**config.mk**
```make
export PLATFORM = sky130hd
export DESIGN_NAME = kfi_serdiv
export DESIGN_NICKNAME = d
export VERILOG_FILES = /design/src/hw/rtl/keyframe_interpolator_assert.svh /design/src/hw/rtl/kfi_pkg.sv /design/src/hw/rtl/kfi_serdiv.sv
export SDC_FILE = /design/constraint.sdc
export NUM_CORES = 1
export LEC_CHECK = 0
export BUFFER_PORTS_ARGS = -buffer_cell sky130_fd_sc_hd__buf_2
export CAP_MARGIN = 20
export CORE_ASPECT_RATIO = 0.6
export CORE_UTILIZATION = 49
export CTS_CLUSTER_DIAMETER = 100
export DETAILED_ROUTE_END_ITERATION = 12
export PLACE_DENSITY = 0.77
export SLEW_MARGIN = 10
export SYNTH_ARGS = -nofsm -noshare
export SYNTH_HDL_FRONTEND = slang
export SYNTH_SLANG_ARGS = --single-unit
```
**constraint.sdc**
```tcl
create_clock -name clk -period 3.2 [get_ports clk]
set_clock_uncertainty 0.1 [all_clocks]
set_input_delay 0.16 -clock clk [delete_from_list [all_inputs] [get_ports clk]]
set_output_delay 0.16 -clock clk [all_outputs]
set_load 0.005 [all_outputs]
```
**src/hw/rtl/keyframe_interpolator_assert.svh**
```systemverilog
// Assertion macros shared by the modules of the keyframe interpolator.
// Each macro expects signals named clk and rst_n in the module that uses it.
`ifndef KEYFRAME_INTERPOLATOR_ASSERT_SVH
`define KEYFRAME_INTERPOLATOR_ASSERT_SVH

// The consequent must hold in the same cycle as the antecedent.
`define KFI_ASSERT_IMP(lbl, ante, cons, msg) \
    lbl: assert property (@(posedge clk) disable iff (!rst_n) (ante) |-> (cons)) \
        else $error(msg);

// The consequent must hold in the cycle after the antecedent.
`define KFI_ASSERT_NXT(lbl, ante, cons, msg) \
    lbl: assert property (@(posedge clk) disable iff (!rst_n) (ante) |=> (cons)) \
        else $error(msg);

`endif

```
**src/hw/rtl/kfi_pkg.sv**
```systemverilog
package kfi_pkg;

    localparam int KEY_DEPTH   = 16;
    localparam int EVENT_DEPTH = 16;
    localparam int KEY_IDX_W   = $clog2(KEY_DEPTH);
    localparam int KEY_CNT_W   = $clog2(KEY_DEPTH + 1);
    localparam int EV_IDX_W    = $clog2(EVENT_DEPTH);
    localparam int EV_CNT_W    = $clog2(EVENT_DEPTH + 1);

    localparam int FUNC_W   = 3;
    localparam int MS_W     = 16;
    localparam int TIME_W   = 32;
    localparam int VAL_W    = 32;
    localparam int SPEED_W  = 16;
    localparam int STAT_W   = 2;
    localparam int CLK_W    = 48;
    localparam int CFG_IDX_W = 2;
    localparam int CFG_DAT_W = 32;
    localparam int FRAC_W   = 17;

    localparam int DIV_N_W   = 48;
    localparam int DIV_D_W   = 33;
    localparam int DIV_CNT_W = $clog2(DIV_N_W + 1);

    localparam logic [FUNC_W-1:0] FN_TICK  = 3'd0;
    localparam logic [FUNC_W-1:0] FN_ADDK  = 3'd1;
    localparam logic [FUNC_W-1:0] FN_ADDE  = 3'd2;
    localparam logic [FUNC_W-1:0] FN_CLRK  = 3'd3;
    localparam logic [FUNC_W-1:0] FN_CLRE  = 3'd4;

    localparam logic [STAT_W-1:0] STAT_OK   = 2'd0;
    localparam logic [STAT_W-1:0] STAT_FULL = 2'd1;
    localparam logic [STAT_W-1:0] STAT_DIS  = 2'd2;
    localparam logic [STAT_W-1:0] STAT_ZERO = 2'd3;

    localparam logic [CFG_IDX_W-1:0] REG_LOOP_LEN = 2'd0;
    localparam logic [CFG_IDX_W-1:0] REG_SPEED    = 2'd1;
    localparam logic [CFG_IDX_W-1:0] REG_ENABLED  = 2'd2;

    typedef struct packed {
        logic               start;
        logic [DIV_N_W-1:0] dividend;
        logic [DIV_D_W-1:0] divisor;
    } div_req_t;

    typedef struct packed {
        logic               done;
        logic [DIV_N_W-1:0] quotient;
        logic [DIV_D_W-1:0] remainder;
    } div_rsp_t;

endpackage

```
**src/hw/rtl/kfi_serdiv.sv**
```systemverilog
module kfi_serdiv (
    input  logic              clk,
    input  logic              rst_n,
    input  kfi_pkg::div_req_t req,
    output kfi_pkg::div_rsp_t rsp
);
    import kfi_pkg::*;

    logic                 busy_reg;
    logic                 done_reg;
    logic [DIV_CNT_W-1:0] cnt_reg;
    logic [DIV_N_W-1:0]   dq_reg;
    logic [DIV_D_W-1:0]   rem_reg;
    logic [DIV_D_W-1:0]   dvs_reg;
    logic [DIV_D_W:0]     trial;
    logic [DIV_D_W:0]     trial_sub;
    logic                 ge;
    logic [DIV_D_W-1:0]   rem_next;

    // One quotient bit is settled in each cycle by a restoring step.
    always_comb
    begin
        trial     = {rem_reg, dq_reg[DIV_N_W-1]};
        trial_sub = trial - {1'b0, dvs_reg};
        ge        = trial >= {1'b0, dvs_reg};
        rem_next  = ge ? trial_sub[DIV_D_W-1:0] : trial[DIV_D_W-1:0];
    end

    always_ff @(posedge clk or negedge rst_n)
    begin
        if (!rst_n)
        begin
            busy_reg <= 1'b0;
            done_reg <= 1'b0;
            cnt_reg  <= '0;
        end
        else
        begin
            done_reg <= 1'b0;
            if (req.start)
            begin
                busy_reg <= 1'b1;
                cnt_reg  <= DIV_CNT_W'(DIV_N_W);
            end
            else if (busy_reg)
            begin
                cnt_reg <= cnt_reg - 1'b1;
                if (cnt_reg == DIV_CNT_W'(1))
                begin
                    busy_reg <= 1'b0;
                    done_reg <= 1'b1;
                end
            end
        end
    end

    always_ff @(posedge clk)
    begin
        if (req.start)
        begin
            dq_reg  <= req.dividend;
            rem_reg <= '0;
            dvs_reg <= req.divisor;
        end
        else if (busy_reg)
        begin
            dq_reg  <= {dq_reg[DIV_N_W-2:0], ge};
            rem_reg <= rem_next;
        end
    end

    assign rsp.done      = done_reg;
    assign rsp.quotient  = dq_reg;
    assign rsp.remainder = rem_reg;

endmodule

```
# ---- After elaboration in Yosys (flattened, before gate mapping)
# Cells that the tools add are included.
dict set report classes {
  n_mux 11
  n_lt_le_gt_ge 1
  add_sub_neg 2
  reduce_logical 1
  eq_ne 1
}
# cell n
set op_table {}
lappend op_table {{two-way mux 48 bit} 2}
lappend op_table {{greater-or-equal comparator 34 x 33 -> 1 bit} 1}
lappend op_table {{two-way mux 33 bit} 1}
lappend op_table {{subtractor 33 bit} 1}
lappend op_table {{two-way mux 6 bit} 2}
lappend op_table {{== test 6 x 1 -> 1 bit (second input constant)} 1}
lappend op_table {{two-way mux 1 bit} 6}
lappend op_table {{subtractor 6 x 1 -> 6 bit (second input constant)} 1}
lappend op_table {{nonzero test 2 bit} 1}
dict set report totals {
  output_inout_bits 82
  in_bits 84
  regBits 122
  elab_cells 22
}

# ---- Depth between registers and ports, before layout
# Gate-level depths: netlist (run 1).
dict set report depth {
  ltp_word 4
  mapped_depth 16
  depth_no_buf 14
}

# ---- Worst setup path after synthesis (run 1)
# OpenSTA, ideal clock, no wires.
dict set report synth_path {
  kind {register to register}
  start {reg dq_reg[47]}
  end {reg rem_reg[23]}
  path_buffers 2
  path_slack_ns -0.141
  arrival_time_ns 3.122
  stages_incl_launch_ff 16
  synth_period_minus_slack_ns 3.341
  path_cell_list {edfxtp_1 > inv_1 > ha_1 > inv_1 > fa_1 > a211oi_2 > o21ai_1 > a221oi_4 > o32ai_2 > a21o_1 > a211o_1 > a21oi_4 > buf_6 > buf_8 > mux2i_1 > o21ai_1}
}
dict set report synth_between {
  elab_chain_cells 2
  elab_cells_between_ends 3
}
# element line_no
set synth_lines {}
lappend synth_lines {{start: declaration} kfi_serdiv.sv:12} ;# logic [DIV_N_W-1:0] dq_reg;
lappend synth_lines {{start signal: assignment} kfi_serdiv.sv:61} ;# dq_reg <= req.dividend;
lappend synth_lines {{start signal: assignment} kfi_serdiv.sv:67} ;# dq_reg <= {dq_reg[DIV_N_W-2:0], ge};
lappend synth_lines {{subtractor 33 bit or greater-or-equal comparator 34 x 33 -> 1 bit (tied branches)} {kfi_serdiv.sv:24, kfi_serdiv.sv:25}}
lappend synth_lines {{two-way mux 33 bit (*)} kfi_serdiv.sv:26} ;# rem_next = ge ? trial_sub[DIV_D_W-1:0] : trial[DIV_D_W-1:0];
lappend synth_lines {{end signal: assignment} kfi_serdiv.sv:68} ;# rem_reg <= rem_next;
lappend synth_lines {{end: declaration} kfi_serdiv.sv:13} ;# logic [DIV_D_W-1:0] rem_reg;
# Mark *: on every way between the ends. The rest lies on a longest branch, timed or not.
# A chain may end at the register's enable or synchronous reset.

# ---- Final worst setup path (run 1)
dict set report layout_path {
  start {reg dq_reg[47]}
  end {reg rem_reg[17]}
}
# Same word-level chain as after synthesis.

==> metrics.txt, run 1 <==
max FFs per register 48; grt ovf 0; Gate power share 49.8%; Routed Antenna Nets 0; failing checks setup timing; Synth area leaders edfxtp_1, dfxtp_1, mux2_2; Pwr per Cell Area 876 nW/um2; cell taking the most area after synthesis edfxtp_1; clk buf depth 2; Cells after Synth 621; Max-Cap Viols 0; RSZ-0062 raised after global routing true; root buf cell clkbuf_16; Buffers on Ports 165; largest net degree at the start of global routing 53; first-pass GRT wire length 30700 um; Reg power frac 27.3%; clock sinks 122; Min Clock Period, post-route 3.61 ns; core area 13200 um2; Most Used Layer, Global Route met2; fin cells 1095; Total GRT Usage 27.6%; Synth Flop Type edfxtp_1; clock power share 22.9%; Synth Register Bits 122; IO Pins 166; syn_nets 741; crit start category register; final slew viol count 0; CTS buffer count 17; met3 usage 5.24%; maximum net fanout on the critical path 7; Post-synth EDFFs 81; Ys Warns 0; Routed WL 20400 um; endpoint class of the critical path register; Final period util 113%; switching part of the total 38.0%; Final WS setup -0.411 ns; initial drt markers 491; wire length per cell 18.6 um; area grow syn2layout 43.6%; worst hold slack 0.00908 ns; via count 6159; GP Congestion 0.937; Vias/cell 5.62; slew margin rel. 25.3%; Die Height 93.3 um; max frequency 277 MHz; met2 usage 43.9%; diode count 0; Syn Area/Cell 11.0 um2; Clock Latency Late Sink 0.42 ns; worst vdd ir 409 uV; sequential share of the synthesized area 48.4%; Lkg Pwr 4.48 nW; arrival time worst endpoint 3.79 ns; async set-reset flop share out of synthesis 6.56%; initial antenna violation count 0; DR pass1 iterations 6; most common cell after layout, fill and taps aside buf_2; row count 32; # setup viols final 34; internal power 0.00530 W; die width 154 um; Switching Power 0.00325 W; final core occ 74.2%; placed insts 954; Starting Density 51.7%; post-synthesis instance area 6810 um2; GR Util met1 37.6%; DP HPWL 12500 um; clock slew at reported path FFs 0.06 ns; layout cells sized above 1 39.4%; Synth cell types 59; most frequent cells in the layout buf_2, edfxtp_1, dlygate4sd3_1; worst setup path class reg -> reg; Synth top area share 35.7%; CTS tree done; fin nets 1032; Slew @ Worst Pin 1.12 ns; dpl ws -0.179 ns; Final Hold Vio Count 0; worst min path class in -> reg; critical path required time 3.38 ns; DIE AREA 14400 um2; status finished with violations; DRC Markers 0; vias in the first global route 6007; CTS H-tree lvls 4
final cells by class:
cell class / count / area (um2)
flip-flops and latches: 122 / 3290
fillers: 849 / 3400
well taps: 170 / 213
inverters: 46 / 173
clock inverters: 15 / 164
clock buffers: 17 / 425
repair buffers: 303 / 2210
multi-input cells: 422 / 3300
kinds of logic after synthesis:
logic type / count (synthesis) / share of synthesized area [%]
adder cells (fa/ha/maj): 36 / 6.73
buffers and inverters: 77 / 5.05
XOR/XNOR: 27 / 3.47
AND/OR/NAND/NOR: 151 / 10.1
flip-flops: 122 / 48.4
AO/OA/AOI/OAI: 149 / 16.7
multiplexers: 59 / 9.54
path summary, 6_finish.rpt:
path                                to  slack [ns]  startpoint  cells past startpoint
hold / removal               dq_reg[0]       0.009     req[33]                      3
max in group asynchronous     busy_reg        2.78       rst_n                      2
min in group asynchronous   cnt_reg[4]        0.03       rst_n                      2
hold reg to reg             cnt_reg[5]        0.44  cnt_reg[5]                      2
setup / recovery           rem_reg[17]       -0.41  dq_reg[47]                     15
setup reg to reg           rem_reg[17]       -0.41  dq_reg[47]                     15
cell usage after synthesis, types with 16 or more instances:
master / instances
o21ai_0: 22
nand2_1: 34
xnor2_1: 17
inv_1: 46
edfxtp_1: 81
a21oi_1: 27
clkbuf_1: 21
mux2_2: 47
ha_1: 35
dfxtp_1: 33
a21o_1: 16
nor2_1: 62
power by group through the flow:
stage                     Clock (W)  Combinational, W  Sequential, W
after floorplan                   0           0.00222        0.00230
after global placement            0           0.00310        0.00232
after detailed placement          0           0.00318        0.00234
after CTS                   0.00197           0.00364        0.00231
after global routing        0.00203           0.00454        0.00237
final                       0.00196           0.00426        0.00234
per-layer routing:
metal / routed length (um) / up-vias
met2: 9440 / 320
met5: 0 / -
li1: - / 2857
met1: 9150 / 2943
met3: 1350 / 39
met4: 428 / 0
metrics by stage:
step	power (W)	area (um2)	setup TNS (ns)
detailed placement	0.00551	7940	-3.55
global route	0.00894	9770	-16.62
floorplan	0.00452	6810	-0.120
CTS	0.00792	9530	-3.27
finish	0.00856	9770	-12.08
global placement	0.00542	7940	-0.218
worst max-delay path: stages (launching register included):
cell and delay, ns:
edfxtp_1 0.41, inv_1 0.11, ha_2 0.20, inv_2 0.05, fa_2 0.40, a211oi_4 0.31
o21ai_2 0.12, a221oi_4 0.31, o32ai_2 0.14, a21o_1 0.21, a211o_1 0.29, a21oi_4 0.18
buf_12 0.18, buf_12 0.14, mux2i_4 0.23, a211oi_2 0.08
repair_timing:
item | in CTS | in global routing
setup endpoints to repair | 34 | 34
pin swaps | 1 | 23
gates resized for setup | 7 | 39
hold buffers | 81 | 0
buffers inserted | 20 | 4
cloned | 1 | 4
hold endpoints to repair | 88 | 0
(Power assumes the default switching activity.)
==> run 2: changes to the inputs <==
REMOVE_ABC_BUFFERS = 1   (was not set)
==> metrics.txt, run 2 (synthesized netlist as in run 1, its figures left out) <==
initial antenna violation count 0 (unchanged); Total GRT Usage 28.5% (was 27.6%); DR pass1 iterations 5 (was 6); arrival time worst endpoint 3.63 ns (was 3.79 ns); Slew @ Worst Pin 0.709 ns (was 1.12 ns); via count 6139 (was 6159); wire length per cell 18.7 um (was 18.6 um); Final WS setup -0.246 ns (was -0.411 ns); DIE AREA 14400 um2 (unchanged); Crit path top cell by count buf_12 (unchanged); critical path required time 3.38 ns (about the same); DP HPWL 12700 um (was 12500 um); fin nets 1023 (was 1032); clk buf depth 2 (unchanged); endpoint class of the critical path register (unchanged); crit start category register (unchanged); worst setup path class reg -> reg (unchanged); layout cells sized above 1 38.6% (was 39.4%); Die Height 93.3 um (unchanged); largest net degree at the start of global routing 49 (was 53); Starting Density 51.7% (unchanged); Final Power 0.00859 W (was 0.00856 W); worst min path class in -> async (was in -> reg); DRC Markers 0 (unchanged); max frequency 290 MHz (was 277 MHz); core area 13200 um2 (unchanged); CP peak stage delay 0.39 ns (was 0.41 ns); status finished with violations (unchanged); worst vdd ir 473 uV (was 409 uV); first-pass GRT wire length 31500 um (was 30700 um); diode count 0 (unchanged); Buf+Inv Stages, Crit Path 4 (unchanged); RSZ-0062 raised after global routing true (unchanged); CTS tree done (unchanged); Routed Antenna Nets 0 (unchanged); IO Pins 166 (unchanged); initial drt markers 413 (was 491); Crit path max-delay family compound AO/OA/AOI/OAI gates (unchanged); vias in the first global route 6236 (was 6007); # setup viols final 34 (unchanged); Buffers on Ports 165 (unchanged); area grow syn2layout 43.5% (was 43.6%); fill cell count 879 (was 849); row count 32 (unchanged); CTS buffer count 17 (unchanged); clock sinks 122 (unchanged); root buf cell clkbuf_16 (unchanged); Vias/cell 5.65 (was 5.62); grt ovf 0 (unchanged); CP cell instances inv_1 > ha_2 > inv_2 > fa_2 > a211oi_4 > o21ai_2 > a221oi_4 > o32ai_2 > a21o_1 > a211o_1 > a21oi_4 > buf_12 > buf_12 > mux2i_1 > a211oi_1 (was inv_1 > ha_2 > inv_2 > fa_2 > a211oi_4 > o21ai_2 > a221oi_4 > o32ai_2 > a21o_1 > a211o_1 > a21oi_4 > buf_12 > buf_12 > mux2i_4 > a211oi_2); Final period util 108% (was 113%); Final Hold Vio Count 0 (unchanged); Max-Cap Viols 0 (unchanged); maximum net fanout on the critical path 6 (was 7); CTS H-tree lvls 4 (unchanged); Lkg Pwr 4.47 nW (was 4.48 nW); die width 154 um (unchanged); most frequent cells in the layout buf_2, edfxtp_1, dlygate4sd3_1 (unchanged); max FFs per register 48 (unchanged); Routed WL 20300 um (was 20400 um); GP Congestion 0.889 (was 0.937); Pwr per Cell Area 879 nW/um2 (was 876 nW/um2); clock slew at reported path FFs 0.06 ns (about the same); Min Clock Period, post-route 3.45 ns (was 3.61 ns); most common cell after layout, fill and taps aside buf_2 (unchanged); slowest CP cell fa_2 (was edfxtp_1); final slew viol count 0 (unchanged); fin cells 1086 (was 1095); failing checks setup timing (unchanged); slew margin rel. 52.1% (was 25.3%); placed insts 956 (was 954); Clock Latency Late Sink 0.42 ns (about the same)
[run 2: changes by cell type in the layout (fill, tap and decap cells not counted), sizes merged]
cell and change:
buf -8, clkinv -4, inv +4, clkbuf -1
[run 2: what timing repair did]
action                                 4_1_cts  5_1_grt
endpoints found under the hold margin       88        0
setup endpoints to repair                   34       34
gates cloned                                 4        3
resized for setup                           25       24
setup buffers                                8        2
hold buffers                                81        0
pin swaps                                   22       13
[run 2: power breakdown]
part	switching [W]	internal, W
Sequential	0.000312	0.00202
Clock	0.000816	0.00118
Combinational	0.00214	0.00212
[run 2: path summary, 6_finish.rpt]
kind                       depth (start not counted)   startpoint     endpoint  slack (ns)
max                                               15   dq_reg[47]  rem_reg[13]       -0.25
min                                                2        rst_n   cnt_reg[5]        0.03
max reg2reg                                       15   dq_reg[47]  rem_reg[13]       -0.25
min reg2reg                                        2  rem_reg[23]  rem_reg[23]        0.42
max in group asynchronous                          2        rst_n     busy_reg        2.78
min in group clk                                   3      req[33]    dq_reg[0]        0.05
[run 2: routing by layer]
layer,up-vias,part of all wire [%],wire (um),GRT usage (%)
li1,2839,-,-,-
met1,2960,43,8700,35.6
met2,297,47,9450,47.7
met3,43,8.1,1650,7.46
met4,0,2.4,493,10.5
met5,-,0,0,0
[run 2: worst reg2reg max path: stages (launching register included)]
cell      delay [ns]
edfxtp_1        0.38
inv_1           0.07
ha_2            0.18
inv_2           0.04
fa_2            0.39
a211oi_4        0.27
o21ai_2         0.11
a221oi_4        0.29
o32ai_2         0.13
a21o_1          0.21
a211o_1         0.29
a21oi_4         0.22
buf_12          0.17
buf_12          0.14
mux2i_1         0.20
a211oi_1        0.09
[run 2: per-stage QoR]
step           setup WS, ns  area, um2  TNS [ns]  hold slack, ns  utilization, %
2_1_floorplan        -0.921       6640    -30.45          -0.236               -
3_3_place_gp         -0.196       7920     -4.85         -0.0958            60.2
3_5_place_dp         -0.283       7920     -7.31         -0.0885            60.2
4_1_cts              -0.138       9580     -3.46         0.00517            72.7
5_1_grt              -0.376       9770    -11.53          0.0524            74.2
6_report             -0.246       9770     -6.97          0.0343            74.2
[run 2: area by class of cell]
class | instances | area (um2) | share of cell area [%]
repair buffers | 294 | 2190 | 22.4
well taps | 170 | 213 | 2.18
flip-flops and latches | 122 | 3290 | 33.7
clock inverters | 15 | 178 | 1.82
clock buffers | 17 | 425 | 4.35
multi-input cells | 422 | 3300 | 33.8
inverters | 46 | 173 | 1.77
==> run 3: changes to the inputs <==
ABC_AREA = 1   (was not set)
CORE_UTILIZATION = 50   (was 49)
==> metrics.txt, run 3 <==
clock sinks 122 (unchanged); sequential share of the synthesized area 42.5% (was 48.4%); GP Congestion 0.950 (was 0.889); Min Clock Period, post-route 2.75 ns (was 3.45 ns); initial antenna violation count 0 (unchanged); async set-reset flop share out of synthesis 6.56% (unchanged); Routed met2 length 9290 um (was 9450 um); initial drt markers 637 (was 413); Crit path top cell by count nand2_1 (was buf_12); fin cells 1530 (was 1086); Final TNS setup 0 ns (was -6.97 ns); worst min path class in -> async (unchanged); DR WL met3 1860 um (was 1650 um); wire length per cell 14.8 um (was 18.7 um); DP Area 8760 um2 (was 7920 um2); DP HPWL 15700 um (was 12700 um); arrival time worst endpoint 3.01 ns (was 3.63 ns); DRC Markers 0 (unchanged); Synth cell types 42 (was 59); first-pass GRT wire length 36000 um (was 31500 um); RSZ-0062 raised after global routing false (was true); vias in the first global route 7085 (was 6236); largest net degree at the start of global routing 74 (was 49); fin nets 1439 (was 1023); DIE AREA 16000 um2 (was 14400 um2); Die Height 98.4 um (was 93.3 um); Buf+Inv Stages, Crit Path 2 (was 4); crit start category register (unchanged); max FFs per register 48 (unchanged); post-synthesis instance area 7750 um2 (was 6810 um2); Multi-input gate area 3600 um2 (was 3300 um2); Final period util 85.9% (was 108%); Synth top area share 31.4% (was 35.7%); Crit path max-delay family simple AND/OR/NAND/NOR gates (was compound AO/OA/AOI/OAI gates); slowest CP cell fa_1 (was fa_2); Max-Cap Viols 0 (unchanged); Synth Register Bits 122 (unchanged); Total GRT Usage 29.2% (was 28.5%); Top Layer Used met4 (unchanged); Vias/cell 5.03 (was 5.65); die width 163 um (was 154 um); Routed Antenna Nets 0 (unchanged); worst r2r src dq_reg[47] (unchanged); r2r setup slk 0.45 ns (was -0.25 ns); DR pass1 iterations 5 (unchanged); Post-Synth Adder-Cell Area 5.91% (was 6.73%); IO Pins 166 (unchanged); CTS H-tree lvls 4 (unchanged); WL met1 11200 um (was 8700 um); Buffers on Ports 165 (unchanged); maximum net fanout on the critical path 35 (was 6); CTS tree done (unchanged); CTS buffer count 17 (unchanged); Pwr per Cell Area 723 nW/um2 (was 879 nW/um2); Finished Cell Area 10200 um2 (was 9770 um2); Slew @ Worst Pin 0.851 ns (was 0.709 ns); multiplexer share of the synthesized area 0% (was 9.54%); most common cell after layout, fill and taps aside nand2_1 (was buf_2); Final Hold Vio Count 0 (unchanged); grt ovf 0 (unchanged); fill cell count 1247 (was 879); Syn Area/Cell 7.24 um2 (was 11.0 um2); max frequency 364 MHz (was 290 MHz); Ys Warns 0 (unchanged); Seq. cell area 3290 um2 (about the same); most frequent cells in the layout nand2_1, inv_1, buf_2 (was buf_2, edfxtp_1, dlygate4sd3_1); cell taking the most area after synthesis edfxtp_1 (unchanged); Starting Density 52.3% (was 51.7%); most common cell in the netlist nand2_1 (was edfxtp_1); CP cell instances inv_1 > ha_1 > inv_1 > fa_1 > nand3_1 > nand3_2 > nand2_1 > nand2_1 > nand2_4 > nand2_8 > nand3_1 > nand2_1 > nand2_1 (was inv_1 > ha_2 > inv_2 > fa_2 > a211oi_4 > o21ai_2 > a221oi_4 > o32ai_2 > a21o_1 > a211o_1 > a21oi_4 > buf_12 > buf_12 > mux2i_1 > a211oi_1); Synth area leaders edfxtp_1, nand2_1, inv_1 (was edfxtp_1, dfxtp_1, mux2_2); status finished clean (was finished with violations); simple-gate share of the synthesized area 35.1% (was 10.1%); Post-CTS Hold Buffers 82 (was 81); critical path required time 3.46 ns (was 3.38 ns); CP peak stage delay 0.42 ns (was 0.39 ns); largest family of logic cells by synthesized area simple AND/OR/NAND/NOR gates (was compound AO/OA/AOI/OAI gates); Post-synth top cells nand2_1, inv_1, nand3_1 (was edfxtp_1, nor2_1, mux2_2); core area 14800 um2 (was 13200 um2); diode count 0 (unchanged); row count 34 (was 32); Lkg Pwr 5.47 nW (was 4.47 nW); final core occ 69.0% (was 74.2%); # setup viols final 0 (was 34); layout cells sized above 1 17.9% (was 38.6%); placed insts 1416 (was 956); Routed WL 22700 um (was 20300 um); Resized cells post-CTS 0 (was 25); clock slew at reported path FFs 0.07 ns (was 0.06 ns); Cells after Synth 1071 (was 621); Final Power 0.00738 W (was 0.00859 W); post-synthesis compound-gate area fraction 3.73% (was 16.7%); Synth Flop Type edfxtp_1 (unchanged); Clock Latency Late Sink 0.42 ns (about the same); R2R depth 13 (was 15); slew margin rel. 43.3% (was 52.1%); clk buf depth 2 (unchanged); Reg-to-Reg End rem_reg[26] (was rem_reg[13]); worst setup path class reg -> reg (unchanged); root buf cell clkbuf_16 (unchanged); worst vdd ir 438 uV (was 473 uV); area grow syn2layout 31.8% (was 43.5%); XOR/XNOR Fraction of Synth Area 1.70% (was 3.47%); final slew viol count 0 (unchanged); Post-synth EDFFs 81 (unchanged); Post-CTS Repair Setup Buffers 0 (was 8); endpoint class of the critical path register (unchanged); via count 7689 (was 6139)
## run 3: report_power, final
part           switching (W)  internal, W  total (W)  leakage [nW]
logic                0.00195      0.00117    0.00312          3.95
registers           0.000188      0.00195    0.00214          1.22
clock network       0.000804      0.00132    0.00213         0.304
total                0.00294      0.00444    0.00738          5.47
## run 3: cell families (layout without fill, tap and decap cells)
logic type | after synthesis | after routing
flops | 122 | 122
buf+inv | 214 | 475
compound gates | 54 | 54
xor+xnor | 15 | 15
simple gates | 630 | 630
fa+ha+maj | 36 | 36
## run 3: through the flow
step / setup WS [ns] / hold WS, ns
detailed placement: 0.547 / -0.0827
global placement: 0.607 / -0.0850
global route: 0.259 / 0.0226
CTS: 0.502 / 0.00263
floorplan: 0.628 / -0.236
finish: 0.452 / 0.0195
## run 3: area by class of cell
type	count	share of cell area, %
Timing Repair Buffer	255	17.0
Clock buffer	17	4.16
Inverter	188	6.91
Multi-Input combinational cell	735	35.2
Sequential cell	122	32.2
Clock inverter	15	2.07
Tap cell	198	2.42
## run 3: worst max-delay path by stage
stage	start	to	slack, ns	depth (start not counted)
after floorplan	busy_reg	dq_reg[0]	0.63	2
after detailed placement	dq_reg[47]	rem_reg[22]	0.55	13
final	dq_reg[47]	rem_reg[26]	0.45	13
after CTS	dq_reg[47]	rem_reg[22]	0.50	13
after global routing	dvs_reg[16]	rem_reg[26]	0.26	13
after global placement	dq_reg[47]	rem_reg[26]	0.61	13
## run 3: per-layer routing
metal	global-route usage (%)	vias up
met5	0	-
met3	6.99	29
met2	43.0	302
met4	7.12	0
li1	-	3839
met1	42.9	3519
